**src/lstmd_pkg.sv**
```systemverilog
// Package for the light sensor trimmed-mean dimmer.
// Holds window sizing, derived widths, register indexes and sequencer types.
// No dependencies.
package lstmd_pkg;

    localparam int WINDOW = 16;
    localparam int MEDIAN = 8;

    localparam int SMP_W = 12;
    localparam int LVL_W = 8;
    localparam int AW    = (WINDOW > 1) ? $clog2(WINDOW) : 1;
    localparam int CNT_W = $clog2(WINDOW + 1);
    localparam int SUM_W = SMP_W + CNT_W;
    localparam int DIV_W = (SUM_W > 20) ? SUM_W : 20;
    localparam int DC_W  = $clog2(DIV_W + 1);
    localparam int IDX_W = 2;

    localparam logic [IDX_W-1:0] REG_SENSOR_MIN      = 2'd0;
    localparam logic [IDX_W-1:0] REG_SENSOR_MAX      = 2'd1;
    localparam logic [IDX_W-1:0] REG_SENSITIVITY     = 2'd2;
    localparam logic [IDX_W-1:0] REG_USER_BRIGHTNESS = 2'd3;

    localparam logic [SMP_W-1:0] FULL_SCALE = 12'd4095;
    localparam logic [LVL_W-1:0] LEVEL_MAX  = 8'd255;

    typedef enum logic [8:0] {
        S_IDLE  = 9'b000000001,
        S_MSUM  = 9'b000000010,
        S_RLOAD = 9'b000000100,
        S_RCAND = 9'b000001000,
        S_RANK  = 9'b000010000,
        S_MUL   = 9'b000100000,
        S_DIV   = 9'b001000000,
        S_POST  = 9'b010000000,
        S_OUT   = 9'b100000000
    } t_state;

    typedef enum logic [1:0] {
        PH_MEAN  = 2'd0,
        PH_SCALE = 2'd1,
        PH_TRIM  = 2'd2,
        PH_MAP   = 2'd3
    } t_phase;

endpackage

```
**src/light_sensor_trimmed_mean_dimmer_unit.sv**
```systemverilog
// Top level of the light sensor trimmed-mean dimmer.
// Window memory, rank sweep, shared restoring divider and sequencer.
// Depends on lstmd_pkg.

// One 12-bit light sample in, one dimming result out. The block keeps the
// newest WINDOW samples. Until MEDIAN samples are held it reports their plain
// mean scaled to 0..255; afterwards it averages the middle MEDIAN samples in
// sorted order, clamps that average into the sensor_min..sensor_max span and
// maps it inversely onto sensitivity..0. Work on one sample runs under a
// sequencer with o_ready low. The trimmed path sweeps ranks over the
// single-port window memory, then runs the one-bit-per-cycle divider twice,
// or once when sensor_min equals sensor_max; the plain-mean path sums the
// held samples and also runs the divider twice.
// Configuration may be written at any time the block is idle.
module light_sensor_trimmed_mean_dimmer_unit
    import lstmd_pkg::*;
(
    input  logic               i_clk,
    input  logic               i_rst_n,
    input  logic               i_cfg_valid,
    output logic               o_cfg_ready,
    input  logic [IDX_W-1:0]   i_cfg_index,
    input  logic [SMP_W-1:0]   i_cfg_data,
    input  logic               i_valid,
    output logic               o_ready,
    input  logic [SMP_W-1:0]   i_light_sample,
    output logic               o_valid,
    input  logic               i_ready,
    output logic [LVL_W-1:0]   o_sensor_level,
    output logic               o_level_changed,
    output logic [LVL_W-1:0]   o_brightness_target
);

    // configuration registers
    logic [SMP_W-1:0] r_smin, r_smax;
    logic [LVL_W-1:0] r_sens, r_ubr;

    // window state
    logic [SMP_W-1:0] r_mem [WINDOW];
    logic [SMP_W-1:0] r_rd;
    logic [CNT_W-1:0] r_fill, n_fill;
    logic [AW-1:0]    r_oldest, n_oldest, w_waddr, w_raddr;
    logic [LVL_W-1:0] r_prev;

    // sequencer
    t_state           r_state;
    t_phase           r_phase;
    logic [CNT_W-1:0] r_i, r_j, r_rank, n_rank;
    logic [SMP_W-1:0] r_cand;
    logic [SUM_W-1:0] r_sum;
    logic [SMP_W-1:0] r_dl, r_dd;
    logic [LVL_W-1:0] r_level;

    // divider
    logic [DIV_W-1:0] r_quo;
    logic [SMP_W-1:0] r_rem, r_dvs;
    logic [DC_W-1:0]  r_dcnt;
    logic [SMP_W:0]   w_trial;

    // output register
    logic             r_ovalid;
    logic [LVL_W-1:0] r_olvl, r_otgt;
    logic             r_ochg;

    // clamp and map helpers
    logic [SMP_W-1:0] w_avg, w_lo, w_hi, w_clamp;
    logic             w_in_trim, w_last_j;
    int               w_off;

    assign o_cfg_ready = 1'b1;
    assign o_ready     = (r_state == S_IDLE);
    assign o_valid     = r_ovalid;
    assign o_sensor_level      = r_olvl;
    assign o_level_changed     = r_ochg;
    assign o_brightness_target = r_otgt;

    // slot for the incoming sample and updated fill/oldest
    always_comb begin
        n_fill   = r_fill;
        n_oldest = r_oldest;
        if (32'(r_fill) < WINDOW) begin
            w_waddr = r_fill[AW-1:0];
            n_fill  = r_fill + 1'b1;
        end else begin
            w_waddr = r_oldest;
            n_oldest = (32'(r_oldest) == WINDOW - 1) ? '0 : r_oldest + 1'b1;
        end
    end

    // read address: candidate fetch or sweep position
    always_comb begin
        if (r_state == S_RLOAD) begin
            w_raddr = r_i[AW-1:0];
        end else begin
            w_raddr = r_j[AW-1:0];
        end
    end

    // rank update for the element read in the previous sweep cycle
    always_comb begin
        n_rank = r_rank;
        if ((r_rd < r_cand) || ((r_rd == r_cand) && ((r_j - 1'b1) < r_i))) begin
            n_rank = r_rank + 1'b1;
        end
    end

    assign w_last_j  = (r_j == r_fill);
    assign w_off     = (32'(r_fill) - MEDIAN) / 2;
    assign w_in_trim = (int'(n_rank) >= w_off) && (int'(n_rank) < w_off + MEDIAN);

    // divider step
    assign w_trial = {r_rem, r_quo[DIV_W-1]};

    // clamp the trimmed average into the span of the two bounds
    always_comb begin
        w_avg = r_quo[SMP_W-1:0];
        w_lo  = (r_smin < r_smax) ? r_smin : r_smax;
        w_hi  = (r_smin < r_smax) ? r_smax : r_smin;
        w_clamp = w_avg;
        if (w_avg < w_lo) w_clamp = w_lo;
        if (w_avg > w_hi) w_clamp = w_hi;
    end

    // window memory: write on an input beat, registered read
    always_ff @(posedge i_clk) begin
        if (i_valid && o_ready) begin
            r_mem[w_waddr] <= i_light_sample;
        end
        r_rd <= r_mem[w_raddr];
    end

    // configuration writes
    always_ff @(posedge i_clk) begin
        if (!i_rst_n) begin
            r_smin <= '0;
            r_smax <= FULL_SCALE;
            r_sens <= LEVEL_MAX;
            r_ubr  <= 8'd128;
        end else if (i_cfg_valid) begin
            unique case (i_cfg_index)
                REG_SENSOR_MIN:      r_smin <= i_cfg_data;
                REG_SENSOR_MAX:      r_smax <= i_cfg_data;
                REG_SENSITIVITY:     r_sens <= i_cfg_data[LVL_W-1:0];
                REG_USER_BRIGHTNESS: r_ubr  <= i_cfg_data[LVL_W-1:0];
                default: ;
            endcase
        end
    end

    // sequencer
    always_ff @(posedge i_clk) begin
        if (!i_rst_n) begin
            r_state  <= S_IDLE;
            r_phase  <= PH_MEAN;
            r_fill   <= '0;
            r_oldest <= '0;
            r_prev   <= '0;
            r_ovalid <= 1'b0;
        end else begin
            // drop a result once taken, unless a new one replaces it
            if (r_ovalid && i_ready && (r_state != S_OUT)) begin
                r_ovalid <= 1'b0;
            end
            unique case (r_state)
                S_IDLE: begin
                    if (i_valid) begin
                        r_fill   <= n_fill;
                        r_oldest <= n_oldest;
                        r_j      <= '0;
                        r_i      <= '0;
                        r_sum    <= '0;
                        if (32'(n_fill) < MEDIAN) begin
                            r_state <= S_MSUM;
                        end else begin
                            r_state <= S_RLOAD;
                        end
                    end
                end
                // accumulate the held samples for the plain mean
                S_MSUM: begin
                    if (r_j != '0) begin
                        r_sum <= r_sum + SUM_W'(r_rd);
                    end
                    r_j <= r_j + 1'b1;
                    if (w_last_j) begin
                        r_quo   <= DIV_W'(r_sum + SUM_W'(r_rd));
                        r_dvs   <= SMP_W'(r_fill);
                        r_rem   <= '0;
                        r_dcnt  <= DC_W'(DIV_W);
                        r_phase <= PH_MEAN;
                        r_state <= S_DIV;
                    end
                end
                // fetch the candidate sample
                S_RLOAD: begin
                    r_state <= S_RCAND;
                end
                S_RCAND: begin
                    r_cand  <= r_rd;
                    r_j     <= '0;
                    r_rank  <= '0;
                    r_state <= S_RANK;
                end
                // count samples ranked below the candidate
                S_RANK: begin
                    r_j <= r_j + 1'b1;
                    if (r_j != '0) begin
                        r_rank <= n_rank;
                    end
                    if (w_last_j) begin
                        if (w_in_trim) begin
                            r_sum <= r_sum + SUM_W'(r_cand);
                        end
                        if (r_i == r_fill - 1'b1) begin
                            r_quo   <= DIV_W'(w_in_trim ? r_sum + SUM_W'(r_cand) : r_sum);
                            r_dvs   <= SMP_W'(MEDIAN);
                            r_rem   <= '0;
                            r_dcnt  <= DC_W'(DIV_W);
                            r_phase <= PH_TRIM;
                            r_state <= S_DIV;
                        end else begin
                            r_i     <= r_i + 1'b1;
                            r_state <= S_RLOAD;
                        end
                    end
                end
                // scale the offset from sensor_min by sensitivity
                S_MUL: begin
                    r_quo   <= DIV_W'(r_dl) * DIV_W'(r_sens);
                    r_dvs   <= r_dd;
                    r_rem   <= '0;
                    r_dcnt  <= DC_W'(DIV_W);
                    r_phase <= PH_MAP;
                    r_state <= S_DIV;
                end
                // one quotient bit a cycle
                S_DIV: begin
                    if (w_trial >= {1'b0, r_dvs}) begin
                        r_rem <= SMP_W'(w_trial - {1'b0, r_dvs});
                        r_quo <= {r_quo[DIV_W-2:0], 1'b1};
                    end else begin
                        r_rem <= w_trial[SMP_W-1:0];
                        r_quo <= {r_quo[DIV_W-2:0], 1'b0};
                    end
                    r_dcnt <= r_dcnt - 1'b1;
                    if (r_dcnt == DC_W'(1)) begin
                        r_state <= S_POST;
                    end
                end
                // advance to the next division or finish
                S_POST: begin
                    case (r_phase)
                        PH_MEAN: begin
                            r_quo   <= DIV_W'(r_quo[SMP_W-1:0]) * DIV_W'(LEVEL_MAX);
                            r_dvs   <= FULL_SCALE;
                            r_rem   <= '0;
                            r_dcnt  <= DC_W'(DIV_W);
                            r_phase <= PH_SCALE;
                            r_state <= S_DIV;
                        end
                        PH_SCALE: begin
                            r_level <= r_quo[LVL_W-1:0];
                            r_state <= S_OUT;
                        end
                        PH_TRIM: begin
                            if (r_smin == r_smax) begin
                                r_level <= r_sens;
                                r_state <= S_OUT;
                            end else begin
                                r_dl <= (r_smin < r_smax) ? w_clamp - r_smin : r_smin - w_clamp;
                                r_dd <= (r_smin < r_smax) ? r_smax - r_smin : r_smin - r_smax;
                                r_state <= S_MUL;
                            end
                        end
                        default: begin
                            r_level <= r_sens - r_quo[LVL_W-1:0];
                            r_state <= S_OUT;
                        end
                    endcase
                end
                // hold until the output register is free
                S_OUT: begin
                    if (!r_ovalid || i_ready) begin
                        r_ovalid <= 1'b1;
                        r_olvl   <= r_level;
                        r_ochg   <= (r_level != r_prev);
                        r_otgt   <= (r_ubr > r_level) ? r_ubr - r_level : '0;
                        r_prev   <= r_level;
                        r_state  <= S_IDLE;
                    end
                end
                default: r_state <= S_IDLE;
            endcase
        end
    end

endmodule

```
**config.mk**
```make
export PLATFORM = sky130hd
export DESIGN_NAME = light_sensor_trimmed_mean_dimmer_unit
export DESIGN_NICKNAME = d
export VERILOG_FILES = /design/src/lstmd_pkg.sv /design/src/light_sensor_trimmed_mean_dimmer_unit.sv
export SDC_FILE = /design/constraint.sdc
export NUM_CORES = 1
export LEC_CHECK = 0
export BUFFER_PORTS_ARGS = -buffer_cell sky130_fd_sc_hd__buf_2
export CORE_ASPECT_RATIO = 0.7
export CORE_MARGIN = 2
export CORE_UTILIZATION = 30
export DETAILED_ROUTE_END_ITERATION = 10
export GPL_TIMING_DRIVEN = 0
export PLACE_DENSITY = 0.41
export SYNTH_ARGS = -nofsm -noshare
export SYNTH_HDL_FRONTEND = slang
export SYNTH_SLANG_ARGS = --single-unit
```
**constraint.sdc**
```tcl
create_clock -name i_clk -period 17.9 [get_ports i_clk]
set_clock_uncertainty 0.05 [all_clocks]
set_input_delay 0.895 -clock i_clk [delete_from_list [all_inputs] [get_ports i_clk]]
set_output_delay 0.895 -clock i_clk [all_outputs]
set_load 0.03 [all_outputs]
```
==> run_results.csv, run 1 <==
group,metric,value,unit
routing,drt-initial-drc-count,2010,
global_routing,grtUsageMet3,6.24,%
yosys,ys_seq_area_share,40.1,%
placement,preCtsSetupSlack,9.98,ns
yosys,synth_area_leader_cell,"edfxtp_1",
floorplanning,dieArea,99400,um2
yosys,ys_ff_latch,415,
yosys,synthAdderAreaFrac,19.0,%
yosys,synth_nets,3315,
floorplanning,core_area,95900,um2
yosys,yosysTopAreaCellShare,34.5,%
placement,io_buffers,48,
worst_setup_path,arrival,8.30,ns
timing,min_period,8.00,ns
floorplanning,die_w,376,um
final_layout,layout_commonest_cell,"nand2_1",
routing,dr.pass1.iters,6,
worst_setup_path,required,18.20,ns
timing,hold_viol_final,0,
worst_setup_path,crit_family,"compound AO/OA/AOI/OAI gates",
cts,post_cts_resized,0,
yosys,netlist_instances,2915,
cts,cts_tree,"built",
final_layout,fillerInstances,9733,
placement,gp_congestion,0.902,
cts,cts_setup_buffers,0,
timing,clock.fmax,125,MHz
yosys,synthArstFlopShare,0,%
timing,slew-limit-headroom,2.67,%
timing,finalSetupViolCount,0,
cts,clk_latency,0.63,ns
yosys,synth_compound_gate_area_share,14.5,%
cts,cts_hold_buffers,0,
routing,via_per_inst,5.17,
yosys,syn_area_per_cell,9.97,um2
global_routing,grt_max_degree,31,
routing,avgRoutedWirePerCell,21.9,um
timing,drv_slew,0,
worst_setup_path,cp_max_fo,10,
cts,htreeDepth,2,
final_layout,final_nets,3418,
worst_setup_path,critPathMaxStageDelay,0.67,ns
worst_setup_path,path_common_cell,"a21o_1",
worst_setup_path,worstSetupEndpointType,"flip-flop",
timing,setup_slack,9.90,ns
floorplanning,initial_utilization,30.3,%
global_routing,grt_usage,18.9,%
final_layout,final_cell_mix,"337 x nand2_1, 334 x edfxtp_1, 252 x inv_1, 249 x ha_1, 185 x nor2_1",
final_layout,multi_input_area,16000,um2
final_layout,regArea,11700,um2
global_routing,grt_pass1_vias,21884,
worst_setup_path,r2r_cells,24,
power,vdd_drop_max,0.0770,mV
status,outcome,"completed",
yosys,syn_area,29100,um2
final_layout,layout-drive-gt1-share,6.18,%
worst_setup_path,path_cells,"inv_1, fa_1, nand3b_1, a21oi_1, o21bai_2, nand2_1, buf_4, clkbuf_1, mux2i_1, ha_1, nand4_1, a211o_1, a31oi_1, clkbuf_1, mux2i_1, ha_1, a21o_1, a21o_1, a21o_1, a21o_1, a21oi_1, a21oi_1, o31ai_1, xnor2_1",
cts,clock-root-buffer,"clkbuf_16",
min_path,worstHoldPathType,"flip-flop to flip-flop",
cts,clkTransAtPathRegs,0.06,ns
routing,drc,0,
global_routing,grt_overflow,0,
timing,period_share,44.7,%
power,leakagePower,12.9,nW
routing,wirelength,94700,um
worst_setup_path,worst-path-buf-inv,4,
yosys,muxShareOfSynthArea,2.08,%
yosys,synth_flop_cell,"edfxtp_1",
timing,tightestPinTransition,1.45,ns
job,drv_cap,0,
cts,cts_sinks,415,
floorplanning,die_height,264,um
timing,fin_setup_tns,0,ns
power,power_density,91.6,nW/um2
worst_setup_path,crit_type,"flip-flop to flip-flop",
yosys,synth.distinct_cells,90,
yosys,ys.warnings.count,0,
floorplanning,rows,95,
final_layout,fin_util,34.0,%
routing,drtAntennaViolNets,0,
cts,cts_buffer_depth,3,
min_path,worst_hold_path.num_cells,2,
global_routing,antenna_found_initial,9,
placement,hpwl,74900,um
global_routing,grt_use_met1,30.5,%
global_routing,grt_first_pass_wirelength,141000,um
global_routing,top_usage_layer,"met1",
worst_setup_path,cp_num_cells,24,
yosys,yosys.area_share.simple,15.1,%
final_layout,syn_to_final_growth,12.3,%
yosys,synth_edf_count,334,
timing,rsz0062_at_grt,"no",
floorplanning,ioPinCount,51,
worst_setup_path,slowest_stage,"clkbuf_1",
worst_setup_path,cp-start-kind,"flip-flop",
yosys,synth.area.top_cells,"edfxtp_1 35%, ha_1 11%, fa_1 8.3%",
yosys,synthXorXnorAreaFrac,4.22,%
cts,cts-buffers-inserted,48,
routing,num_vias,22316,
global_routing,grtUsageMet2,23.8,%
yosys,synth_top_family_by_area,"adder cells",
[through the flow]
| step | total power, mW | hold slack [ns] | cells | area [um2] |
|---|---|---|---|---|
| after floorplan | 1.72 | 0.387 | 2915 | 29100 |
| after detailed placement | 1.97 | 0.415 | 4229 | 31000 |
| final | 2.99 | 0.421 | 4320 | 32600 |
| after global routing | 3.16 | 0.463 | 4318 | 32600 |
| after global placement | 1.97 | 0.414 | 4224 | 30900 |
| after CTS | 3.02 | 0.425 | 4318 | 32600 |
[worst register-to-register path: cells and delay by family, from the launching register on]
family / cells / cell delay, ns
buffers and inverters: 4 / 1.95
DFF: 1 / 0.61
xor gates and xnor gates: 1 / 0.14
and+or+nand+nor: 3 / 0.59
AOI/OAI and AO/OA: 11 / 2.70
adders and majority gates: 3 / 1.22
muxes: 2 / 0.48
[per-layer routing]
layer	vias up	wire (um)
li1	10531	-
met1	10966	49800
met2	728	34400
met3	91	9270
met4	0	1260
met5	-	0
[area by class of cell]
class	instances	share of cell area [%]
plain buffers	123	1.50
clock inverters	28	1.19
clock buffers	61	3.83
flip-flops and latches	415	35.7
inverters	256	2.95
repair buffers	53	0.959
well taps	1261	4.84
diodes	2	0.0153
multi-input cells	2121	49.0
[flip-flops by register name (all words and copies together), names as in the netlist, 9 cells and up]
name and flops:
r_smax 12, r_cand 12, r_rd 12, r_mem 192, r_smin 12, r_quo 20, r_dd 12, r_dvs 12
r_sum 17, r_rem 12, r_state 9, r_dl 12
[logic make-up after synthesis]
| logic type | count (synthesis) |
|---|---|
| AO/OA/AOI/OAI | 643 |
| XOR/XNOR | 140 |
| adder cells (fa/ha/maj) | 369 |
| buffers and inverters | 379 |
| flip-flops | 415 |
| multiplexers | 58 |
| other | 1 |
| AND/OR/NAND/NOR | 910 |
[where the power goes]
| group | internal (mW) | switching [mW] |
|---|---|---|
| Combinational | 0.333 | 0.519 |
| Sequential | 1.08 | 0.0284 |
| Clock | 0.602 | 0.430 |
[worst paths after layout]
check / from / endpoint / slack, ns
hold / removal: r_ubr[0] / r_ubr[0] / 0.42
setup reg to reg: r_smin[1] / r_dl[9] / 9.90
setup / recovery: r_smin[1] / r_dl[9] / 9.90
hold reg to reg: r_ubr[0] / r_ubr[0] / 0.42
[cell usage after synthesis (44+ instances only)]
cell      count
nand2_1     337
edfxtp_1    334
inv_1       252
ha_1        249
nor2_1      191
a21oi_1     178
fa_1        120
o21ai_0     114
clkbuf_1    103
and2_1       92
dfxtp_1      81
xnor2_1      81
a211oi_1     74
xor2_1       59
nand3_1      54
nor2b_1      54
a21o_1       44
No activity file was read; power rests on OpenSTA's default activity.
==> run 2, diff against run 1 <==
==> constraint.sdc (replaced) <==
create_clock -name i_clk -period 7.4 [get_ports i_clk]
set_clock_uncertainty 0.05 [all_clocks]
set_input_delay 0.37 -clock i_clk [delete_from_list [all_inputs] [get_ports i_clk]]
set_output_delay 0.37 -clock i_clk [all_outputs]
set_load 0.03 [all_outputs]
==> run 2 against run 1 <==
Against the previous run:
- sequential power grew 140%
- largest power group unchanged
- non-clock buffer count rose by 8
- utilization increased by 0.15 points
- global-route usage about the same
- critical path type unchanged
- register-to-register slack lost 9.5 ns
- routed wire length about the same
- critical endpoint unchanged
==> run_results.csv, run 2 (synthesized netlist as in run 1, its figures left out) <==
group,metric,value,unit
status,outcome,"completed",
worst_setup_path,critPathMaxStageDelay,0.51,ns
final_layout,largest_register,"r_mem",
routing,top_layer_used,"met4",
final_layout,final_nets,3426,
global_routing,grt_first_pass_wirelength,141000,um
final_layout,syn_to_final_growth,12.8,%
cts,htreeDepth,2,
worst_setup_path,setup.worst_path.start,"r_smin[1]",
placement,hpwl,74900,um
worst_setup_path,slowest_stage,"fa_1",
routing,wl_met1,49800,um
floorplanning,dieArea,99400,um2
floorplanning,core_area,95900,um2
routing,via_per_inst,5.16,
power,power_density,221,nW/um2
routing,num_vias,22323,
routing,drt-initial-drc-count,1997,
cts,clkTransAtPathRegs,0.06,ns
routing,dr.pass1.iters,6,
final_layout,layout-drive-gt1-share,6.82,%
worst_setup_path,cp-start-kind,"flip-flop",
global_routing,grt_usage,18.9,%
cts,cts_buffer_depth,3,
floorplanning,die_w,376,um
routing,drc,0,
cts,cts-buffers-inserted,48,
final_layout,reg_top3,"r_mem: 192 flops, r_quo: 20 flops, r_sum: 17 flops",
worst_setup_path,crit_family,"compound AO/OA/AOI/OAI gates",
floorplanning,rows,95,
timing,hold_viol_final,0,
timing,min_period,7.00,ns
cts,clock-root-buffer,"clkbuf_16",
global_routing,antenna_found_initial,9,
routing,avgRoutedWirePerCell,21.9,um
worst_setup_path,crit_type,"flip-flop to flip-flop",
final_layout,fin_util,34.2,%
worst_setup_path,worst-path-buf-inv,5,
cts,cts_tree,"built",
placement,gp_congestion,0.902,
cts,cts_sinks,415,
global_routing,grt_overflow,0,
timing,rsz0062_at_grt,"no",
timing,finalSetupViolCount,0,
job,drv_cap,0,
placement,preCtsSetupSlack,-0.515,ns
timing,slew-limit-headroom,5.41,%
floorplanning,ioPinCount,51,
global_routing,grt_pass1_vias,21884,
placement,place_inst,4229,
worst_setup_path,rr_startpoint,"r_smin[1]",
final_layout,final_cell_mix,"337 x nand2_1, 334 x edfxtp_1, 251 x inv_1, 249 x ha_1, 185 x nor2_1",
worst_setup_path,path_common_cell,"a21oi_1",
routing,route.met3.wl,9320,um
worst_setup_path,cp_max_fo,19,
routing,drtAntennaViolNets,0,
timing,drv_slew,0,
cts,clk_latency,0.63,ns
floorplanning,die_height,264,um
routing,wl_met2,34200,um
min_path,min_from,"i_cfg_data[1]",
routing,wirelength,94600,um
final_layout,final_cells,4327,
global_routing,grt_max_degree,31,
final_layout,layout_commonest_cell,"nand2_1",
placement,io_buffers,48,
timing,clock.fmax,143,MHz
worst_setup_path,required,7.71,ns
worst_setup_path,arrival,7.31,ns
final_layout,largest_reg_flops,192,
power,vdd_drop_max,0.187,mV
power,leakagePower,13.0,nW
timing,setup_slack,0.399,ns
worst_setup_path,worstSetupEndpointType,"flip-flop",
timing,tightestPinTransition,1.41,ns
timing,period_share,94.6,%
min_path,worstHoldPathType,"primary input to flip-flop",
power,total_power,7.24,mW
floorplanning,initial_utilization,30.3,%
[run 2: changes by cell type in the layout (fill, tap and decap cells not counted), sizes merged]
cell,before,now
clkbuf,164,163
clkinvlp,2,3
inv,256,255
diode,2,1
dlygate4sd3,0,7
buf,73,75
[run 2: per-layer routing]
metal	vias to the layer above	global-route usage (%)
met2	722	23.7
met3	90	6.12
li1	10549	-
met5	-	0
met1	10962	30.6
met4	0	3.21
[run 2: layout make-up]
cell class,instances,area [um2]
clock inverters,28,387
multi-input cells,2121,16000
repair buffers,62,398
flip-flops and latches,415,11700
inverters,256,965
well taps,1261,1580
plain buffers,122,500
fillers,9728,63200
clock buffers,61,1250
diodes,1,2.50
[run 2: worst reg2reg max path: cells and delay by family, from the launching register on]
kind / cells / cell delay [ns]
buffers and inverters: 5 / 1.23
AND/OR/NAND/NOR: 5 / 0.56
adder cells (fa/ha/maj): 3 / 1.23
AO/OA/AOI/OAI: 14 / 2.94
multiplexers: 1 / 0.11
flip-flops: 1 / 0.48
XOR/XNOR: 1 / 0.14
[run 2: final timing paths]
check | slack (ns) | endpoint | cells past startpoint
worst min-delay path | 0.06 | r_ubr[1] | 3
worst min register to register | 0.42 | r_ubr[0] | 2
worst max-delay path | 0.40 | r_dl[9] | 29
worst max register to register | 0.40 | r_dl[9] | 29
[run 2: through the flow]
| stage | hold slack (ns) | setup TNS, ns | instance area, um2 |
|---|---|---|---|
| after global routing | 0.0465 | 0 | 32800 |
| after floorplan | 0.387 | 0 | 29100 |
| after detailed placement | 0.415 | -1.95 | 31000 |
| after CTS | 0.0177 | 0 | 32700 |
| final | 0.0603 | 0 | 32800 |
| after global placement | 0.414 | -1.70 | 30900 |
[run 2: repair_timing]
item | 4_1_cts | 5_1_grt
hold buffers | 7 | 0
setup endpoints to repair | 7 | 6
hold endpoints to repair | 12 | 0
resized for setup | 7 | 18
setup buffers | 0 | 2
[run 2: power by group]
part	leakage, nW	internal [mW]	switching, mW
combinational	8.52	0.809	1.26
clock	0.784	1.46	1.05
sequential	3.71	2.60	0.0692
total	13.0	4.87	2.37
